File: src/rtl/core/elfr_pkg.sv
// Shared types and constants for the escaped line frame receiver.
`default_nettype none

package elfr_pkg;

   localparam int DEF_BUF_DEPTH = 1024;
   localparam int BYTE_W        = 8;
   localparam int FRAME_LEN_W   = 10;
   localparam int IDX_W         = 10;
   localparam int MODE_W        = 2;
   localparam int QUEUE_DEPTH   = 4;
   localparam int QPTR_W        = $clog2(QUEUE_DEPTH);
   localparam int QCNT_W        = $clog2(QUEUE_DEPTH + 1);

   localparam logic [MODE_W-1:0] MODE_LINK    = 2'd0;
   localparam logic [MODE_W-1:0] MODE_READ    = 2'd1;
   localparam logic [MODE_W-1:0] MODE_RELEASE = 2'd2;

   localparam logic [BYTE_W-1:0] CH_NEWLINE = 8'h0A;
   localparam logic [BYTE_W-1:0] CH_RETURN  = 8'h0D;
   localparam logic [BYTE_W-1:0] CH_ESCAPE  = 8'h10;

   typedef enum logic [2:0] {
      ST_STORED   = 3'd0,
      ST_ESC      = 3'd1,
      ST_DONE     = 3'd2,
      ST_RESTART  = 3'd3,
      ST_OVERFLOW = 3'd4,
      ST_NOTREADY = 3'd5,
      ST_READ     = 3'd6,
      ST_RELEASED = 3'd7
   } status_type;

   // Classified item leaving the front stage.
   typedef struct packed {
      status_type             status;
      logic [FRAME_LEN_W-1:0] frame_length;
      logic                   rd_en;
   } front_entry_type;

   // Finished result held in the response queue.
   typedef struct packed {
      status_type             status;
      logic [FRAME_LEN_W-1:0] frame_length;
      logic [BYTE_W-1:0]      read_byte;
   } rsp_entry_type;

endpackage

`default_nettype wire

File: src/rtl/core/elfr_queue.sv
// Back end: response queue that merges read data and drives the result channel.
`default_nettype none

module elfr_queue
   import elfr_pkg::*;
(
   input  wire logic                    clock,
   input  wire logic                    reset,
   input  wire logic                    push,
   input  wire front_entry_type         push_entry,
   input  wire logic [BYTE_W-1:0]       rd_data,
   output logic                         room,
   output logic                         rsp_valid,
   input  wire logic                    rsp_stall,
   output logic [2:0]                   rsp_status,
   output logic [FRAME_LEN_W-1:0]       rsp_frame_length,
   output logic [BYTE_W-1:0]            rsp_read_byte
);

   rsp_entry_type       slot_ff [QUEUE_DEPTH];
   logic [QPTR_W-1:0]   wr_ptr_ff;
   logic [QPTR_W-1:0]   rd_ptr_ff;
   logic [QCNT_W-1:0]   count_ff;
   logic [QCNT_W:0]     committed;
   logic                pop;
   rsp_entry_type       head;
   rsp_entry_type       new_entry;

   assign pop  = (count_ff != '0) && !rsp_stall;
   assign head = slot_ff[rd_ptr_ff];

   // credit covers the entry still sitting in the front stage
   assign committed = (QCNT_W + 1)'(count_ff) + (QCNT_W + 1)'(push);
   assign room      = committed < (QCNT_W + 1)'(QUEUE_DEPTH);

   always_comb begin
      new_entry.status       = push_entry.status;
      new_entry.frame_length = push_entry.frame_length;
      new_entry.read_byte    = push_entry.rd_en ? rd_data : '0;
   end

   always_ff @(posedge clock) begin
      if (reset) begin
         wr_ptr_ff <= '0;
         rd_ptr_ff <= '0;
         count_ff  <= '0;
      end else begin
         if (push) begin
            wr_ptr_ff <= wr_ptr_ff + 1'b1;
         end
         if (pop) begin
            rd_ptr_ff <= rd_ptr_ff + 1'b1;
         end
         if (push && !pop) begin
            count_ff <= count_ff + 1'b1;
         end else if (pop && !push) begin
            count_ff <= count_ff - 1'b1;
         end
      end
      if (push) begin
         slot_ff[wr_ptr_ff] <= new_entry;
      end
   end

   assign rsp_valid        = count_ff != '0;
   assign rsp_status       = head.status;
   assign rsp_frame_length = head.frame_length;
   assign rsp_read_byte    = head.read_byte;

endmodule

`default_nettype wire

File: config.mk
export PLATFORM = sky130hd
export DESIGN_NAME = elfr_queue
export DESIGN_NICKNAME = d
export VERILOG_FILES = /design/src/rtl/core/elfr_pkg.sv /design/src/rtl/core/elfr_queue.sv
export SDC_FILE = /design/constraint.sdc
export NUM_CORES = 1
export LEC_CHECK = 0
export BUFFER_PORTS_ARGS = -buffer_cell sky130_fd_sc_hd__buf_4
export CORE_ASPECT_RATIO = 1.2
export CORE_MARGIN = 2
export CORE_UTILIZATION = 55
export CTS_CLUSTER_SIZE = 20
export DETAILED_ROUTE_END_ITERATION = 10
export PLACE_DENSITY = 0.88
export SYNTH_ARGS = -nofsm -noshare
export SYNTH_HDL_FRONTEND = slang
export SYNTH_SLANG_ARGS = --single-unit
File: constraint.sdc
create_clock -name clock -period 2.3 [get_ports clock]
set_input_delay 0.23 -clock clock [delete_from_list [all_inputs] [get_ports clock]]
set_output_delay 0.23 -clock clock [all_outputs]
set_load 0.05 [all_outputs]
Word level (Yosys, flattened, before mapping):

Memory sizes are Yosys's and may differ from the RTL's. A register that Yosys moved wholly into a read port is not among the register bits.
Cells that the tools add are included.
Widths: inputs -> output; s select.

* register bits after elaboration: 7
* bits in latches: 0
* RAM bits: 84
* memory bits (read-only): 0
* bits of input ports: 26
* output and inout bits: 23
* word-level logic and storage cells: 25
* memories: 1

* $add $sub $neg: 5
* multipliers: 0
* div/mod/pow operators: 0
* $lt $le $gt $ge: 1
* equal/unequal tests: 0
* shift operators: 0
* multiplexer cells: 7
* bitwise operators: 0
* reduce and logical (&&, ||, !) cells: 8

Memories
* slot_ff: depth 4, bits a word 21, read ports 1, clocked after memory_dff 1, wr ports 1, RTL line elfr_queue.sv:20 `rsp_entry_type slot_ff [QUEUE_DEPTH];`

Operators by type and width (count)
* $mux 8: 1
* $mux 3: 2
* $add 2x1->2 const B: 2
* $add 3x1->4: 1
* $lt 4x3->1 const B: 1
* $mux 2: 2
* $add 3x1->3 const B: 1
* $logic_and 1x1->1: 3
* $logic_not 1->1: 3
* $reduce_bool 3->1: 1
* $sub 3x1->3 const B: 1
* $mux 1: 2
* $reduce_bool 2->1: 1

Longest topological paths before layout:

* depth after elaboration: 5
* gate-level depth with buffers: 8
* depth with buffers taken out: 8

Worst setup path after synthesis:

No wires, ideal clock.

* path type: reg2reg
* from: register count_ff[1]
* to: register count_ff[2]
* setup time: 0.070 ns
* arrival time: 1.872 ns
* data required time: 2.230 ns
* path slack: 0.358 ns
* stages on the path, launching flop included: 9
* buffers on the path: 0
* clock period less this slack: 1.942 ns
* cell sequence: dfxtp_1 > nor3_2 > or2_2 > ha_1 > inv_1 > fa_1 > xor2_1 > or3_1 > a21oi_1

* longest elaborated chain between the ends: 5
* elaborated cells between the ends (all ways): 10
* classes of those cells: 2 x add/sub; 2 x mux; 6 x reduce/logical

Ends and longest elaborated chain
* from (decl): RTL line elfr_queue.sv:23 `logic [QCNT_W-1:0] count_ff;`
* from (signal assigned): RTL line elfr_queue.sv:55 `count_ff <= count_ff + 1'b1;`
* from (signal assigned): RTL line elfr_queue.sv:57 `count_ff <= count_ff - 1'b1;`
* parallel branches: the longest is 5 deep, another holds $sub 3x1->3

Several ways; the timed one is not identified. The select of a mux whose other input is x is not followed.
A chain may end at the register's enable or synchronous reset.

Worst setup path in the final report:

* from: register count_ff[0]
* to: register count_ff[2]

The elaborated chain is that of the path after synthesis.

==> impl_metrics.tcl <==
set metrics [dict create \
    status "completed" \
    layout.nets 257 \
    cts.clk_slew.worst_paths_ns 0.09 \
    port_buffers 48 \
    crit_arrival_ns 2.42 \
    numCtsBuffers 9 \
    start_util 0.5583 \
    syn_nets 196 \
    synthCells 164 \
    fp.dieH_um 91.79 \
    critical_path_class "reg2reg" \
    synth_cell_types 22 \
    ys_ff_latch 93 \
    multi_input_area_um2 778.2 \
    met1_usage 0.2205 \
    timing.rr.start "count_ff[0]" \
    cts.path.max_buffers 2 \
    gr-usage-all-layers 0.1806 \
    switching_share 0.3079 \
    fillers 435 \
    grt_util_met3 0.05709 \
    min_from "push_entry[10]" \
    finalPower_mw 4.773 \
    path_max_fanout 6 \
    first_global_vias 1867 \
    drv_cap 0 \
    synthTopCellsByArea "edfxtp_1 (71%), mux4_2 (13%), dfxtp_1 (5.1%)" \
    slew_headroom 0.7780 \
    drive_above_1_share 0.4043 \
    grt_pass1_wl_um 9315 \
    finClkSkew_ns 0.004973 \
    post_cts_buffers 0 \
    vias 1699 \
    worst_skew_pair.late_latency_ns 0.35 \
    dr.first_iter.drc_count 145 \
    drc_errors 0 \
    htreeDepth 3 \
    worstSetupStartpoint "count_ff[0]" \
    numPlacedInstances 299 \
    synth_area_um2 3532 \
    final-seq-area_um2 2703 \
    grt_overflow 0 \
    vias_per_cell 5.394 \
    final_cell_mix "edfxtp_1 (84), buf_4 (55), mux4_2 (20)" \
    tritoncts "built" \
    finalSetupTns_ns 0 \
    hold_viol 0 \
    gp_congestion 0.6972 \
    power_density_nw_per_um2 1114 \
    rsz0062_at_grt "false" \
    fin_cells 315 \
    met2_usage 0.2942 \
    clock-sinks 93 \
    fmax_mhz 468.5 \
    dieArea_um2 7082 \
    synth_top_area_share 0.7141 \
    rows 32 \
    syn_avg_cell_area_um2 21.54 \
    yosysTopAreaCell "edfxtp_1" \
    p_seq_frac 0.423 \
    core_area_um2 6326 \
    grt_max_degree 22 \
    wl_per_cell_um 18.23 \
    intPower_mw 3.304 \
    dp_hpwl_um 3723 \
    yosysSeqAreaShare 0.7651 \
    die_x_um 77.16 \
    switching_power_mw 1.470 \
    critPathLaunchType "register" \
    drv_slew 0 \
    clockPowerShare 0.292 \
    antenna_found_initial 0 \
    cts_root_buf "clkbuf_8" \
    crit_required_ns 2.59 \
    busiest_layer "met2" \
    p_leak_nw 1.508 \
    worst_pin_slew_ns 0.3330 \
    min_period_ns 2.134 \
    cts_resized 0 \
    drt_wl_total_um 5743 \
    final_common_cell "edfxtp_1" \
    drtAntennaViolNets 0 \
    min_path_type "in2reg" \
    setup_violations 0 \
    ctsHoldBuffers 0 \
    yosysWarnings 0 \
    comb_power_share 0.285 \
    cp-end-kind "register" \
    io_pins 49 \
    area_growth_pct 21.29 \
    diodes 0 \
    irDropWorstVdd_mv 0.8162 \
    min_period_over_period 0.9280 \
    drtPass1Iterations 4 \
]
-- metrics by stage --
stage	worst slack, ns	utilization	cell area [µm²]	hold WS [ns]
floorplan	0.3582	-	3532	0.3289
global placement	0.2875	0.6347	4015	0.4310
detailed placement	0.1619	0.6347	4015	0.4336
CTS	0.1372	0.6772	4284	0.05660
global route	0.003451	0.6772	4284	0.05392
finish	0.1655	0.6772	4284	0.06903
-- synth_stat cells, drive strengths merged --
cell type / instances
nor3: 1
o21ai: 3
clkbuf: 1
mux4: 21
nand2b: 1
xor2: 2
nor2: 4
inv: 4
xnor2: 1
or3: 3
edfxtp: 84
and2: 12
buf: 4
fa: 1
ha: 5
or2: 1
a31oi: 1
dfxtp: 9
mux2i: 2
a21oi: 4
-- per-layer routing --
layer  part of all wire  vias up
li1                   -      781
met1               0.41      861
met2               0.51       43
met3              0.057       14
met4              0.024        0
met5                  0        -
-- registers in the layout (all words and copies together) (netlist names), named ones only --
register and cells:
count_ff 3, rd_ptr_ff 2, slot_ff 84, wr_ptr_ff 2
-- worst max-delay path, stage by stage, from the launching register on --
cell	delay, ns
dfxtp_1	0.37
nor3_2	0.32
or2_2	0.17
ha_1	0.17
inv_1	0.06
fa_1	0.37
xor2_1	0.16
or3_1	0.31
a21oi_1	0.14
-- cell families after synthesis --
family | synth area share
DFF | 0.7651
buffers and inverters | 0.01452
xor gates and xnor gates | 0.007440
and+or+nand+nor | 0.03720
AOI/OAI and AO/OA | 0.01169
adders and majority gates | 0.02338
muxes | 0.1406
-- power groups by stage --
stage	combinational, mW	sequential [mW]	clock, mW
after floorplan	1.02	2.04	0
after global placement	1.36	2.04	0
after detailed placement	1.37	2.06	0
after CTS	1.38	2.02	1.41
after global routing	1.44	2.03	1.49
final	1.36	2.02	1.39
-- area by class of cell --
class,count,area share
clock buffers,9,0.02891
clock inverters,7,0.03388
inverters,4,0.003505
multi-input cells,62,0.1817
flip-flops and latches,93,0.6308
well taps,85,0.02482
repair buffers,55,0.09638
-- final timing paths --
kind	endpoint	slack, ns	cells after the start
worst max-delay path	count_ff[2]	0.17	8
worst min-delay path	slot_ff[1][17]	0.07	1
worst max register to register	count_ff[2]	0.17	8
worst min register to register	count_ff[2]	0.53	2
Note: power is estimated with default switching activity, not from simulation.
