File: config.mk
export PLATFORM = sky130hd
export DESIGN_NAME = elfr_front
export DESIGN_NICKNAME = d
export VERILOG_FILES = /design/src/rtl/core/elfr_pkg.sv /design/src/rtl/core/elfr_front.sv
export SDC_FILE = /design/constraint.sdc
export NUM_CORES = 1
export LEC_CHECK = 0
export BUFFER_PORTS_ARGS = -buffer_cell sky130_fd_sc_hd__buf_2
export CORE_ASPECT_RATIO = 1.2
export CORE_MARGIN = 4
export CORE_UTILIZATION = 44
export DETAILED_ROUTE_END_ITERATION = 10
export PLACE_DENSITY = 0.77
export SLEW_MARGIN = 10
export SYNTH_ARGS = -nofsm -noshare
export SYNTH_HDL_FRONTEND = slang
export SYNTH_SLANG_ARGS = --single-unit
File: constraint.sdc
create_clock -name clock -period 2.1 [get_ports clock]
set_clock_uncertainty 0.1 [all_clocks]
set_input_delay 0.105 -clock clock [delete_from_list [all_inputs] [get_ports clock]]
set_output_delay 0.105 -clock clock [all_outputs]
set_load 0.01 [all_outputs]
File: src/rtl/core/elfr_pkg.sv
// Shared types and constants for the escaped line frame receiver.
`default_nettype none

package elfr_pkg;

   localparam int DEF_BUF_DEPTH = 1024;
   localparam int BYTE_W        = 8;
   localparam int FRAME_LEN_W   = 10;
   localparam int IDX_W         = 10;
   localparam int MODE_W        = 2;
   localparam int QUEUE_DEPTH   = 4;
   localparam int QPTR_W        = $clog2(QUEUE_DEPTH);
   localparam int QCNT_W        = $clog2(QUEUE_DEPTH + 1);

   localparam logic [MODE_W-1:0] MODE_LINK    = 2'd0;
   localparam logic [MODE_W-1:0] MODE_READ    = 2'd1;
   localparam logic [MODE_W-1:0] MODE_RELEASE = 2'd2;

   localparam logic [BYTE_W-1:0] CH_NEWLINE = 8'h0A;
   localparam logic [BYTE_W-1:0] CH_RETURN  = 8'h0D;
   localparam logic [BYTE_W-1:0] CH_ESCAPE  = 8'h10;

   typedef enum logic [2:0] {
      ST_STORED   = 3'd0,
      ST_ESC      = 3'd1,
      ST_DONE     = 3'd2,
      ST_RESTART  = 3'd3,
      ST_OVERFLOW = 3'd4,
      ST_NOTREADY = 3'd5,
      ST_READ     = 3'd6,
      ST_RELEASED = 3'd7
   } status_type;

   // Classified item leaving the front stage.
   typedef struct packed {
      status_type             status;
      logic [FRAME_LEN_W-1:0] frame_length;
      logic                   rd_en;
   } front_entry_type;

   // Finished result held in the response queue.
   typedef struct packed {
      status_type             status;
      logic [FRAME_LEN_W-1:0] frame_length;
      logic [BYTE_W-1:0]      read_byte;
   } rsp_entry_type;

endpackage

`default_nettype wire

File: src/rtl/core/elfr_front.sv
// Front stage: accepts items, tracks framing state, drives the store ports.
`default_nettype none

module elfr_front
   import elfr_pkg::*;
#(
   parameter int BUF_DEPTH = DEF_BUF_DEPTH,
   parameter int ADDR_W    = $clog2(BUF_DEPTH)
) (
   input  wire logic              clock,
   input  wire logic              reset,
   input  wire logic              req_valid,
   output logic                   req_stall,
   input  wire logic [MODE_W-1:0] req_mode,
   input  wire logic [BYTE_W-1:0] req_data_byte,
   input  wire logic [IDX_W-1:0]  req_read_index,
   input  wire logic              queue_room,
   output logic                   wr_en,
   output logic [ADDR_W-1:0]      wr_addr,
   output logic [BYTE_W-1:0]      wr_data,
   output logic                   rd_en,
   output logic [ADDR_W-1:0]      rd_addr,
   output logic                   s1_valid,
   output front_entry_type        s1_entry
);

   localparam int EXT_W = ((ADDR_W > IDX_W) ? ADDR_W : IDX_W) + 1;
   localparam logic [ADDR_W-1:0] FULL_COUNT = ADDR_W'(BUF_DEPTH - 1);

   logic [ADDR_W-1:0] fill_ff, fill_in;
   logic              esc_ff, esc_in;
   logic              ready_ff, ready_in;
   logic              s1_valid_ff;
   front_entry_type   s1_entry_ff;

   logic              accept;
   status_type        status;
   logic              link_wr;
   logic              in_range;
   logic [EXT_W-1:0]  idx_ext;
   logic [EXT_W-1:0]  fill_ext;

   assign req_stall = !queue_room;
   assign accept    = req_valid && queue_room;

   assign idx_ext  = EXT_W'(req_read_index);
   assign in_range = idx_ext < EXT_W'(BUF_DEPTH);

   always_comb begin
      fill_in  = fill_ff;
      esc_in   = esc_ff;
      ready_in = ready_ff;
      link_wr  = 1'b0;
      status   = ST_NOTREADY;
      unique case (req_mode)
         MODE_LINK: begin
            if (!ready_ff) begin
               status = ST_NOTREADY;
            end else if (!esc_ff && req_data_byte == CH_NEWLINE) begin
               ready_in = 1'b0;
               status   = ST_DONE;
            end else if (!esc_ff && req_data_byte == CH_RETURN) begin
               fill_in = '0;
               status  = ST_RESTART;
            end else if (!esc_ff && req_data_byte == CH_ESCAPE) begin
               esc_in = 1'b1;
               status = ST_ESC;
            end else if (fill_ff == FULL_COUNT) begin
               // store full: drop byte, restart frame, arm escape
               fill_in = '0;
               esc_in  = 1'b1;
               status  = ST_OVERFLOW;
            end else begin
               esc_in  = 1'b0;
               fill_in = fill_ff + 1'b1;
               link_wr = 1'b1;
               status  = ST_STORED;
            end
         end
         MODE_READ: begin
            status = ST_READ;
         end
         MODE_RELEASE: begin
            fill_in  = '0;
            esc_in   = 1'b0;
            ready_in = 1'b1;
            status   = ST_RELEASED;
         end
         default: begin
            status = ST_NOTREADY;
         end
      endcase
   end

   assign fill_ext = EXT_W'(fill_in);

   assign wr_en   = accept && link_wr;
   assign wr_addr = fill_ff;
   assign wr_data = req_data_byte;
   assign rd_en   = accept && (req_mode == MODE_READ) && in_range;
   assign rd_addr = idx_ext[ADDR_W-1:0];

   always_ff @(posedge clock) begin
      if (reset) begin
         fill_ff     <= '0;
         esc_ff      <= 1'b0;
         ready_ff    <= 1'b1;
         s1_valid_ff <= 1'b0;
      end else begin
         s1_valid_ff <= accept;
         if (accept) begin
            fill_ff  <= fill_in;
            esc_ff   <= esc_in;
            ready_ff <= ready_in;
         end
      end
      if (accept) begin
         s1_entry_ff.status       <= status;
         s1_entry_ff.frame_length <= fill_ext[FRAME_LEN_W-1:0];
         s1_entry_ff.rd_en        <= (req_mode == MODE_READ) && in_range;
      end
   end

   assign s1_valid = s1_valid_ff;
   assign s1_entry = s1_entry_ff;

endmodule

`default_nettype wire

Word-level counts from Yosys, hierarchy flattened --
Cells that the tools add are included.
Storage, ports and cells: register bits 27, latch bits 0, bits in writable memories 0, memory bits (read-only) 0, input bits 24, word-level logic and storage cells 59, memories kept 0
Cells by class: add/sub/neg operators 1, multiply operators 0, div/mod/pow operators 0, $lt $le $gt $ge 1, equal/unequal tests 9, shift-type cells 0, muxes and demuxes 27, bitwise gates (word level) 0, reductions and logical operators 14
Operators with widths (number):
- 10-bit two-way mux | 5
- 10-bit one-hot mux with 2 select lines | 1
- 8-bit by 4-bit == test with 1-bit output (second input constant) | 2
- 3-bit two-way mux | 5
- 1-bit two-way mux | 13
- 10-bit by 11-bit < comparator with 1-bit output (second input constant) | 1
- 10-bit by 1-bit adder with 10-bit output (second input constant) | 1
- 10-bit == test (second input constant) | 1
- 3-bit one-hot mux with 3 select lines | 1
- 8-bit by 5-bit == test with 1-bit output (second input constant) | 1
- 1-bit logical AND | 8
- 2-bit != test (second input constant) | 3
- 5-bit AND reduction | 1
- 1-bit one-hot mux with 2 select lines | 2
- 2-bit by 1-bit == test with 1-bit output (second input constant) | 1
- 2-bit == test (second input constant) | 1
- 1-bit zero test | 2
- 2-bit zero test | 1
- 2-bit AND reduction | 1
- 2-bit nonzero test | 1

Depth between registers and ports, before layout --
depth in word-level cells 8, mapped depth 8

Least setup slack after synthesis --
OpenSTA, ideal clock, no wires.
path kind register to register, from register esc_ff, to register s1_entry_ff, in the netlist s1_entry[9], data pin, library setup time 0.256 ns, arrival 1.977 ns, path slack -0.234 ns, stages on the path, launching flop included 7, buffers on the path 1, period minus slack after synthesis 2.334 ns, cells stage by stage dfxtp_1 -> or4_4 -> buf_6 -> or3_4 -> nor3b_1 -> a221o_1 -> a22o_1
Between the ends: cells in the longest elaborated chain, start to end 7
Ends and longest elaborated chain:
- from (decl) | line elfr_front.sv:31 | logic esc_ff, esc_in;
- from (signal assigned) | line elfr_front.sv:113 | esc_ff <= esc_in;
- 1-bit zero test * | line elfr_front.sv:59, elfr_front.sv:62, elfr_front.sv:65
- 1-bit logical AND | line elfr_front.sv:65 | end else if (!esc_ff && req_data_byte == CH_ESCAPE) begin
- 10-bit two-way mux | line elfr_front.sv:65
- 10-bit two-way mux | line elfr_front.sv:62 | end else if (!esc_ff && req_data_byte == CH_RETURN) begin
- 10-bit two-way mux * | line elfr_front.sv:59 | end else if (!esc_ff && req_data_byte == CH_NEWLINE) begin
- 10-bit two-way mux * | line elfr_front.sv:57 | if (!ready_ff) begin
- 10-bit one-hot mux with 2 select lines * | line elfr_front.sv:55 | unique case (req_mode)
- via fill_in[8] | line elfr_front.sv:30 | logic [ADDR_W-1:0] fill_ff, fill_in;
- to (decl) | line elfr_front.sv:34 | front_entry_type s1_entry_ff;
The timed path passes the listed nets; every way through them passes the cells marked *. A chain may end at the register's enable or synchronous reset.

Worst setup path in the final report --
Same ends and word-level chain as after synthesis.

==> qor.txt <==
# rows: 24
Post-synth top flop: edfxtp_1
overall routed net length: 4216 um
RD Place Congestion: 0.8432
total CTS buffers: 3
setup bufs post-CTS: 0
Post-Layout Cell Count: 299
CTS tree: yes
drt wl/cell: 14.10 um
clock slew at reported path FFs: 0.09 ns
ys async rst share: 0%
Static Leak: 0.0009358 uW
CP cell instances: or4_4 -> or3_4 -> nor3b_2 -> a221o_1 -> a22o_1
max_cap viols: 0
fin crit period: 2.146 ns
FF-to-FF Start: esc_ff
# clock sinks: 27
vias in the first global route: 1521
area grow syn2layout: 24.30%
GR Util All Layers: 16.77%
PnR worst setup slack: -0.04595 ns
First-pass DRT Iterations: 4
PwrDens: 464.6 mW/mm2
hold path depth: 3
Synth Instances: 192
worst hold path type: in2reg
vias per cell: 5.629
Commonest cells post-synth: 18 x buf_4, 15 x a31oi_1, 15 x nand2_1, 14 x edfxtp_1, 13 x dfxtp_1
grt peak-use layer: met2
final hold violations: 0
Starting Density: 46.88%
filler cell count: 349
GR Layer Usage met1: 20.22%
reg2reg end: s1_entry[9]
met2 GRT Util: 29.38%
period utilisation layout: 102.2%
pin count of the biggest net entering global routing: 15
Syn Nets: 221
met3 GRT Util: 2.047%
number of DRC markers in iteration 0: 74
Synth area leader: edfxtp_1
internal cell power: 765.6 uW
main area contributors after synthesis: edfxtp_1 24%, dfxtp_1 15%, buf_4 7.7%
setup violators final: 1
Comb pwr share: 14.7%
Synth top area share: 24.09%
grt ovf: 0
Worst Reg2Reg Path Length in Cells: 5
largest buffer count on any clock path: 2
Detail Route Antenna Nets: 0
Critical Path Start Type: flop
critical path class: reg2reg
switching fraction of total power: 24.04%
H-Tree Level Count: 1
share of layout cells above drive strength 1: 38.06%
Clock power frac: 28.7%
Worst Path Max Fanout: 5
WP data arrival: 2.08 ns
CP Capture Type: flop
Worst-Skew Late Latency: 0.27 ns
Yosys cell types: 49
Net count, final: 277
Worst-Margin Slew: 0.4649 ns
chip height: 77.00 um
Fin Setup TNS: -0.04595 ns
slowest stage delay, CP: 0.46 ns
Root Buffer: clkbuf_8
buffers added on ports: 49
flop-to-flop setup slack: -0.05 ns
Cell Area, Synth: 0.001745 mm2
hold path endpoint: s1_valid
Post-synth EDFFs: 14
Synth Register Bits: 27
most frequent cell after synthesis: buf_4
initial antenna violation count: 0
sequential fraction of design power: 56.6%
status: finished, violations left
dpl cells: 294
yosys warns: 0
hpwl dp: 3293 um
post-synthesis sequential area ratio: 39.00%
dpl ws: -0.03869 ns
WP data required: 2.03 ns
Core ar.: 0.003724 mm2
max-slew violations: 0
syn_area_per_cell: 9.091 um2
IO Pins: 70
sw power: 242.3 uW
RSZ-0062 raised after global routing: yes
Relative slew margins: 68.72%
Die W: 65.50 um
FMAX: 466.0 MHz
Slowest-stage cell, CP: or4_4
ant diodes: 0
VDD IR max: 0.2278 mV
total number of vias: 1683
Post-route DRC: 0
first-pass GRT wire length: 6789 um
violated checks: negative setup slack
Hold Crit Start: req_valid
die area: 0.005043 mm2
[layout by cell type (no fill, tap or decap), drive strengths merged, types with 2 or more instances in the layout]
cell type  netlist  final
o21ai            5      5
a21boi           2      2
buf             20     76
nand3b           2      2
and3             4      4
nor3             4      4
a221o            2      2
o2bb2ai          3      3
a22o             3      3
dfxtp           13     13
a211oi           2      2
nand2b           2      2
clkbuf           6      4
a211o            2      2
a21oi           10     10
ha               5      5
or3              3      3
edfxtp          14     14
a31oi           15     15
nand4            3      3
a22oi            2      2
nand2           15     15
nor4             4      4
nor2            10     10
nor3b            2      2
inv             11     11
nand3            7      7
o311ai           2      2
and4             3      3
[cell families (layout without fill, tap and decap cells)]
| logic type | after synthesis | count (layout) | synth area share (%) |
|---|---|---|---|
| multiplexers | 1 | 1 | 0.5735 |
| AO/OA/AOI/OAI | 59 | 59 | 24.80 |
| AND/OR/NAND/NOR | 63 | 63 | 19.71 |
| flip-flops | 27 | 27 | 39.00 |
| buffers and inverters | 37 | 92 | 12.33 |
| adder cells (fa/ha/maj) | 5 | 5 | 3.584 |
[flip-flops by register name (all words and copies together), names as in the netlist]
register  count
s1_entry     14
wr_addr      10
esc_ff        1
ready_ff      1
s1_valid      1
[per-layer routing]
metal | part of all wire (%) | vias to the layer above
met4 | 1.4 | 0
li1 | - | 829
met1 | 43 | 775
met3 | 6.8 | 4
met2 | 48 | 75
met5 | 0 | -
[timing repair]
action / 4_1_cts / 5_1_grt
hold endpoints to repair: 1 / 0
setup endpoints to repair: 1 / 17
pin swaps: 0 / 1
gates resized for setup: 0 / 5
hold buffers: 1 / 0
[worst max-delay path by stage]
stage                           startpoint          end  depth (start not counted)
after floorplan                     esc_ff  s1_entry[9]                          6
after global placement    req_data_byte[5]  s1_entry[9]                          6
after detailed placement  req_data_byte[5]  s1_entry[9]                          6
after CTS                           esc_ff  s1_entry[9]                          5
after global routing                esc_ff  s1_entry[9]                          5
final                               esc_ff  s1_entry[9]                          5
[worst max-delay path: cells and delay by family, from the launching register on]
family | cells | cell delay, ns
flops | 1 | 0.35
simple gates | 3 | 0.98
compound gates | 2 | 0.49
[power by group through the flow]
stage               Sequential (uW)  Clock [uW]  Combinational, uW
floorplan                       592           0               94.3
global placement                583           0                141
detailed placement              583           0                144
CTS                             570         290                145
global route                    572         310                162
finish                          570         289                148
[area by class of cell]
class,count,area (um2),share of cell area (%)
clock buffer,4,45.04,2.076
inverter,11,41.29,1.903
multi-input combinational,128,878.3,40.48
sequential,27,681.9,31.43
tap,52,65.06,2.999
timing repair buffer,77,457.9,21.11
[per-stage QoR]
stage          cell area [um2]  power (uW)  hold slack, ns  util (%)
3_5_place_dp              2092       726.6          0.1101     56.18
2_1_floorplan             1752       686.2         0.07738         -
6_report                  2170        1008         0.07175     58.27
4_1_cts                   2147        1005         0.07867     57.66
3_3_place_gp              2092       723.8          0.1101     56.18
5_1_grt                   2170        1044          0.1035     58.27
Note: power is estimated with default switching activity, not from simulation.
